--- config.mk ---
export PLATFORM = sky130hd
export DESIGN_NAME = u8stc_step
export DESIGN_NICKNAME = d
export VERILOG_FILES = /design/src/rtl/u8stc_pkg.sv /design/src/rtl/u8stc_step.sv
export SDC_FILE = /design/constraint.sdc
export NUM_CORES = 1
export LEC_CHECK = 0
export ABC_AREA = 0
export ABC_CLOCK_PERIOD_IN_PS = 3100
export BUFFER_PORTS_ARGS = -buffer_cell sky130_fd_sc_hd__buf_2
export CAP_MARGIN = 15
export CORE_AREA = 3 3 56 58
export DETAILED_ROUTE_END_ITERATION = 12
export DIE_AREA = 0 0 59 61
export PLACE_DENSITY_LB_ADDON = 0.25
export SYNTH_ARGS = -nofsm -noshare
export SYNTH_HDL_FRONTEND = slang
export SYNTH_SLANG_ARGS = --single-unit
export TNS_END_PERCENT = 5
--- constraint.sdc ---
create_clock -name vclk -period 3.1
set_input_delay 0.31 -clock vclk [all_inputs]
set_output_delay 0.31 -clock vclk [all_outputs]
set_load 0.02 [all_outputs]
--- src/rtl/u8stc_pkg.sv ---
// ----------------------------------------------------------------------------
// u8stc_pkg
// shared types, constants and the code point screen for the utf-8 text checker
// ----------------------------------------------------------------------------
package u8stc_pkg;

    localparam int unsigned ByteW = 8;
    localparam int unsigned CpW   = 21;

    // lead byte masks and patterns
    localparam logic [ByteW-1:0] MASK_LEAD2 = 8'he0;
    localparam logic [ByteW-1:0] MASK_LEAD3 = 8'hf0;
    localparam logic [ByteW-1:0] MASK_LEAD4 = 8'hf8;
    localparam logic [ByteW-1:0] PAT_LEAD2  = 8'hc0;
    localparam logic [ByteW-1:0] PAT_LEAD3  = 8'he0;
    localparam logic [ByteW-1:0] PAT_LEAD4  = 8'hf0;
    localparam logic [ByteW-1:0] MASK_CONT  = 8'hc0;
    localparam logic [ByteW-1:0] PAT_CONT   = 8'h80;

    // sequence widths in bytes
    localparam logic [2:0] SEQ_NONE = 3'd0;
    localparam logic [2:0] SEQ_W1   = 3'd1;
    localparam logic [2:0] SEQ_W2   = 3'd2;
    localparam logic [2:0] SEQ_W3   = 3'd3;
    localparam logic [2:0] SEQ_W4   = 3'd4;

    // code point limits
    localparam logic [CpW-1:0] CP_MIN2      = 21'h000080;
    localparam logic [CpW-1:0] CP_MIN3      = 21'h000800;
    localparam logic [CpW-1:0] CP_MIN4      = 21'h010000;
    localparam logic [CpW-1:0] CP_MAX       = 21'h10ffff;
    localparam logic [CpW-1:0] CP_SURR_LO   = 21'h00d800;
    localparam logic [CpW-1:0] CP_SURR_HI   = 21'h00dfff;
    localparam logic [CpW-1:0] CP_C0_END    = 21'h000020;
    localparam logic [CpW-1:0] CP_DEL       = 21'h00007f;
    localparam logic [CpW-1:0] CP_C1_HI     = 21'h00009f;
    localparam logic [CpW-1:0] CP_BIDI_O_LO = 21'h00202a;
    localparam logic [CpW-1:0] CP_BIDI_O_HI = 21'h00202e;
    localparam logic [CpW-1:0] CP_BIDI_I_LO = 21'h002066;
    localparam logic [CpW-1:0] CP_BIDI_I_HI = 21'h002069;

    typedef struct packed {
        logic [1:0]     pend;
        logic [2:0]     width;
        logic [CpW-1:0] acc;
        logic           fault;
        logic           any;
    } u8stc_state_t;

    function automatic logic cp_forbidden(input logic [CpW-1:0] cp, input logic [2:0] w);
        logic bad;
        bad = 1'b0;
        if (w == SEQ_W2 && cp < CP_MIN2) bad = 1'b1;
        if (w == SEQ_W3 && cp < CP_MIN3) bad = 1'b1;
        if (w == SEQ_W4 && cp < CP_MIN4) bad = 1'b1;
        if (cp > CP_MAX) bad = 1'b1;
        if (cp >= CP_SURR_LO && cp <= CP_SURR_HI) bad = 1'b1;
        if (cp < CP_C0_END) bad = 1'b1;
        if (cp >= CP_DEL && cp <= CP_C1_HI) bad = 1'b1;
        if (cp >= CP_BIDI_O_LO && cp <= CP_BIDI_O_HI) bad = 1'b1;
        if (cp >= CP_BIDI_I_LO && cp <= CP_BIDI_I_HI) bad = 1'b1;
        return bad;
    endfunction

endpackage

--- src/rtl/u8stc_step.sv ---
// ----------------------------------------------------------------------------
// u8stc_step
// decodes one byte against the running utf-8 state and gives the next state
// ----------------------------------------------------------------------------
module u8stc_step (
    input  u8stc_pkg::u8stc_state_t cur,
    input  logic [7:0]              data_byte,
    input  logic                    has_byte,
    output u8stc_pkg::u8stc_state_t nxt
);
    import u8stc_pkg::*;

    logic [CpW-1:0] acc_shift;
    logic [1:0]     pend_dec;

    assign acc_shift = {cur.acc[CpW-7:0], data_byte[5:0]};
    assign pend_dec  = cur.pend - 2'd1;

    always_comb
    begin
        nxt = cur;
        if (has_byte)
        begin
            nxt.any = 1'b1;
            if (!cur.fault)
            begin
                if (cur.pend == 2'd0)
                begin
                    priority if (!data_byte[7])
                    begin
                        if (cp_forbidden({13'd0, data_byte}, SEQ_W1))
                            nxt.fault = 1'b1;
                    end
                    else if ((data_byte & MASK_LEAD2) == PAT_LEAD2)
                    begin
                        nxt.acc   = {16'd0, data_byte[4:0]};
                        nxt.width = SEQ_W2;
                        nxt.pend  = 2'd1;
                    end
                    else if ((data_byte & MASK_LEAD3) == PAT_LEAD3)
                    begin
                        nxt.acc   = {17'd0, data_byte[3:0]};
                        nxt.width = SEQ_W3;
                        nxt.pend  = 2'd2;
                    end
                    else if ((data_byte & MASK_LEAD4) == PAT_LEAD4)
                    begin
                        nxt.acc   = {18'd0, data_byte[2:0]};
                        nxt.width = SEQ_W4;
                        nxt.pend  = 2'd3;
                    end
                    else
                    begin
                        nxt.fault = 1'b1;
                    end
                end
                else if ((data_byte & MASK_CONT) != PAT_CONT)
                begin
                    nxt.fault = 1'b1;
                end
                else
                begin
                    nxt.pend = pend_dec;
                    if (pend_dec == 2'd0)
                    begin
                        // sequence complete: screen the whole code point
                        if (cp_forbidden(acc_shift, cur.width))
                            nxt.fault = 1'b1;
                        nxt.acc   = '0;
                        nxt.width = SEQ_NONE;
                    end
                    else
                    begin
                        nxt.acc = acc_shift;
                    end
                end
            end
        end
    end

endmodule

# Word-level counts from Yosys, hierarchy flattened
# Cells that the tools add are included.
# word_totals
ff_bits	0
out_inout_bits	28
wordCells	72
# op_classes
n_addsub	1
order_cmp	16
eq_ne	7
n_mux	38
reduce_logical	10
# op_table
operator	count
$mux 26	5
$mux 27	2
$ge 21x14->1 const B	2
$le 21x14->1 const B	2
$mux 1	28
$mux 28	1
$ge 21x16->1 const B	1
$ge 21x7->1 const B	1
$gt 21x21->1 const B	1
$le 21x16->1 const B	1
$le 21x8->1 const B	1
$lt 21x12->1 const B	1
$lt 21x17->1 const B	1
$lt 21x6->1 const B	1
$lt 21x8->1 const B	1
$mux 21	1
$ge 8x7->1 const B	1
$le 8x8->1 const B	1
$logic_and 1x1->1	8
$lt 8x6->1 const B	1
$eq 3x2->1 const B	2
$eq 3x3->1 const B	2
$eq 5x5->1 const B	1
$eq 4x4->1 const B	1
4 further kinds	5

# Depth between registers and ports, before layout
# depth
depth_word	22
mapped_depth	7

# Worst setup path after synthesis
# Ideal clock, no wire load.
# synth_path
kind	input port to output port
from	input cur[26] (netlist name)
to	output nxt[22] (netlist name)
t_arrival_ps	1815
t_required_ps	2790
slack_ps	975
stages	7
n_path_buf	2
cell_sequence	inv_1 > ha_1 > clkbuf_1 > nor3_2 > clkbuf_1 > nand3b_1 > a21oi_1
# synth_rtl
element	line	rtl
start, declared	u8stc_step.sv:6	input u8stc_pkg::u8stc_state_t cur,
end, declared	u8stc_step.sv:9	output u8stc_pkg::u8stc_state_t nxt

==> flow_summary.ini <==
[final_layout]
register_area_um2 = 0
final_cell_mix = 65 x buf_2, 23 x a21oi_1, 20 x nand2_1
drive_above_1_share_pct = 37.6
seq_cells = 0
final_common_cell = buf_2
insertedDiodeCount = 0
final_util_pct = 47.2
fin_cells = 241
layout.nets = 251
syn_to_final_growth_pct = 38.2
clkbuf_count = 0

[floorplan]
die_area_mm2 = 0.00360
row_count = 19
start_util_pct = 34.2
ios = 65
coreArea_mm2 = 0.00271
die_w_um = 59
die_h_um = 61

[logic_synthesis]
yosysSeqAreaShare_pct = 0
synth_xor_area_share_pct = 0.946
synth_top_family_by_area = simple AND/OR/NAND/NOR gates
synth_compound_area_share_pct = 39.2
yosysWarningCount = 0
synth_adder_area_share_pct = 2.70
ys_types = 48
synth_cells = 150
synthSimpleGateAreaFrac_pct = 50.8
syn_area_um2 = 926
synthMuxAreaShare_pct = 0
syn_avg_cell_area_um2 = 6.17
syn-num-nets = 189

[cts]
postCtsHoldBufs = 0
ctsResizeCount = 0
cts_setup_buffers = 0

[placed_design]
dp_slack_ns = 0.845
dp_hpwl_um = 2670
dp.cells = 241
gp_congestion = 0.874
io_buffers = 65

[global_route]
grt_overflow_total = 0
grt_max_degree = 21
grt_pass1_vias = 1117
grt_usage_pct = 17.2
antenna_found_initial = 0
grt_pass1_wl_um = 4990

[setup_path]
start_kind = input pin
path_delay_family = simple AND/OR/NAND/NOR gates
crit_slowest_cell = or3_1
cpMostUsedCell = buf_2
timing.critical_path.buf_inv = 2
cp.required_ns = 2.79
crit_fanout = 13
path_class = in2out
cp.arrival_ns = 1.95
max_stage_delay_ns = 0.45
path_cells = buf_2 > nor2b_1 > nand3_1 > or3_1 > a21oi_1 > buf_2
crit_path_end_kind = output port

[sta]
setup_viol_count_final = 0
layout_setup_ws_ns = 0.835
rsz0062_at_grt = false
slew_viol_final = 0
relSlewSlack_pct = 62.0
post-route-period-util_pct = 73.1
hold_ws_ns = 0.928
worst_slew_pin_slew_ns = 0.570
setup_tns_ns = 0
hold_viol = 0
clock.fmax_mhz = 442
min_period_ns = 2.26

[detailed_routing]
first_pass_iters = 4
drc = 0
num_vias = 1361
wl_per_cell_um = 14.0
antenna_left = 0
avgViaCountPerCell = 5.65
dr.first_iter.drc_count = 44
drt-total-wl_um = 3370

[job]
max_cap_viol_count = 0

[pwr]
ir_worst_vdd_mv = 0.0761
power_leakage_nw = 0.604
p_per_area_mw_per_mm2 = 146

[run_status]
status = complete, no violations

[min_path]
hold_class = in2out
power by group:
part / switching, mW / total, mW / internal (mW)
clock network: 0 / 0 / 0
logic: 0.113 / 0.187 / 0.0734
registers: 0 / 0 / 0
final timing paths:
| kind | cells after the start | startpoint | endpoint |
|---|---|---|---|
| max | 6 | data_byte[7] | nxt[9] |
| min | 3 | cur[0] | nxt[0] |
layer usage:
layer	GRT usage (%)	vias up	part of all wire, %
met5	0	-	0
met3	1.28	0	10
met1	24.8	609	46
met2	29.7	63	44
li1	-	689	-
met4	0	0	0
cell usage after synthesis, drive strengths merged, types with 3 or more instances:
master   n  area share, %
a21oi   23             12
nand2   20            8.1
nor2    15            6.4
nand3b  13             11
o21ai    8            4.3
inv      7            2.8
clkbuf   6            2.4
nand2b   6            4.1
or3      4            2.7
a22o     3            3.0
a31oi    3            2.0
nor3     3            2.2
nor4     3            2.7
logic make-up after synthesis:
family,count (synthesis)
compound gates,53
xor+xnor,1
fa+ha+maj,2
buf+inv,15
simple gates,79
tightest hold or removal path, cell delays in order:
cell	delay (ns)
buf_2	0.07
or2_2	0.09
buf_2	0.15
metrics by stage:
| stage | total power [mW] | instance area, um^2 |
|---|---|---|
| 2_1_floorplan | 0.110 | 926 |
| 3_3_place_gp | 0.186 | 1280 |
| 3_5_place_dp | 0.186 | 1280 |
| 4_1_cts | 0.186 | 1280 |
| 5_1_grt | 0.203 | 1280 |
| 6_report | 0.187 | 1280 |
area by class of cell:
class	instances	area [um^2]
Tap cell	31	38.8
Timing Repair Buffer	68	348
Multi-Input combinational cell	135	867
Fill cell	310	1430
Inverter	7	26.3
Power figures use the tool's default switching activity.
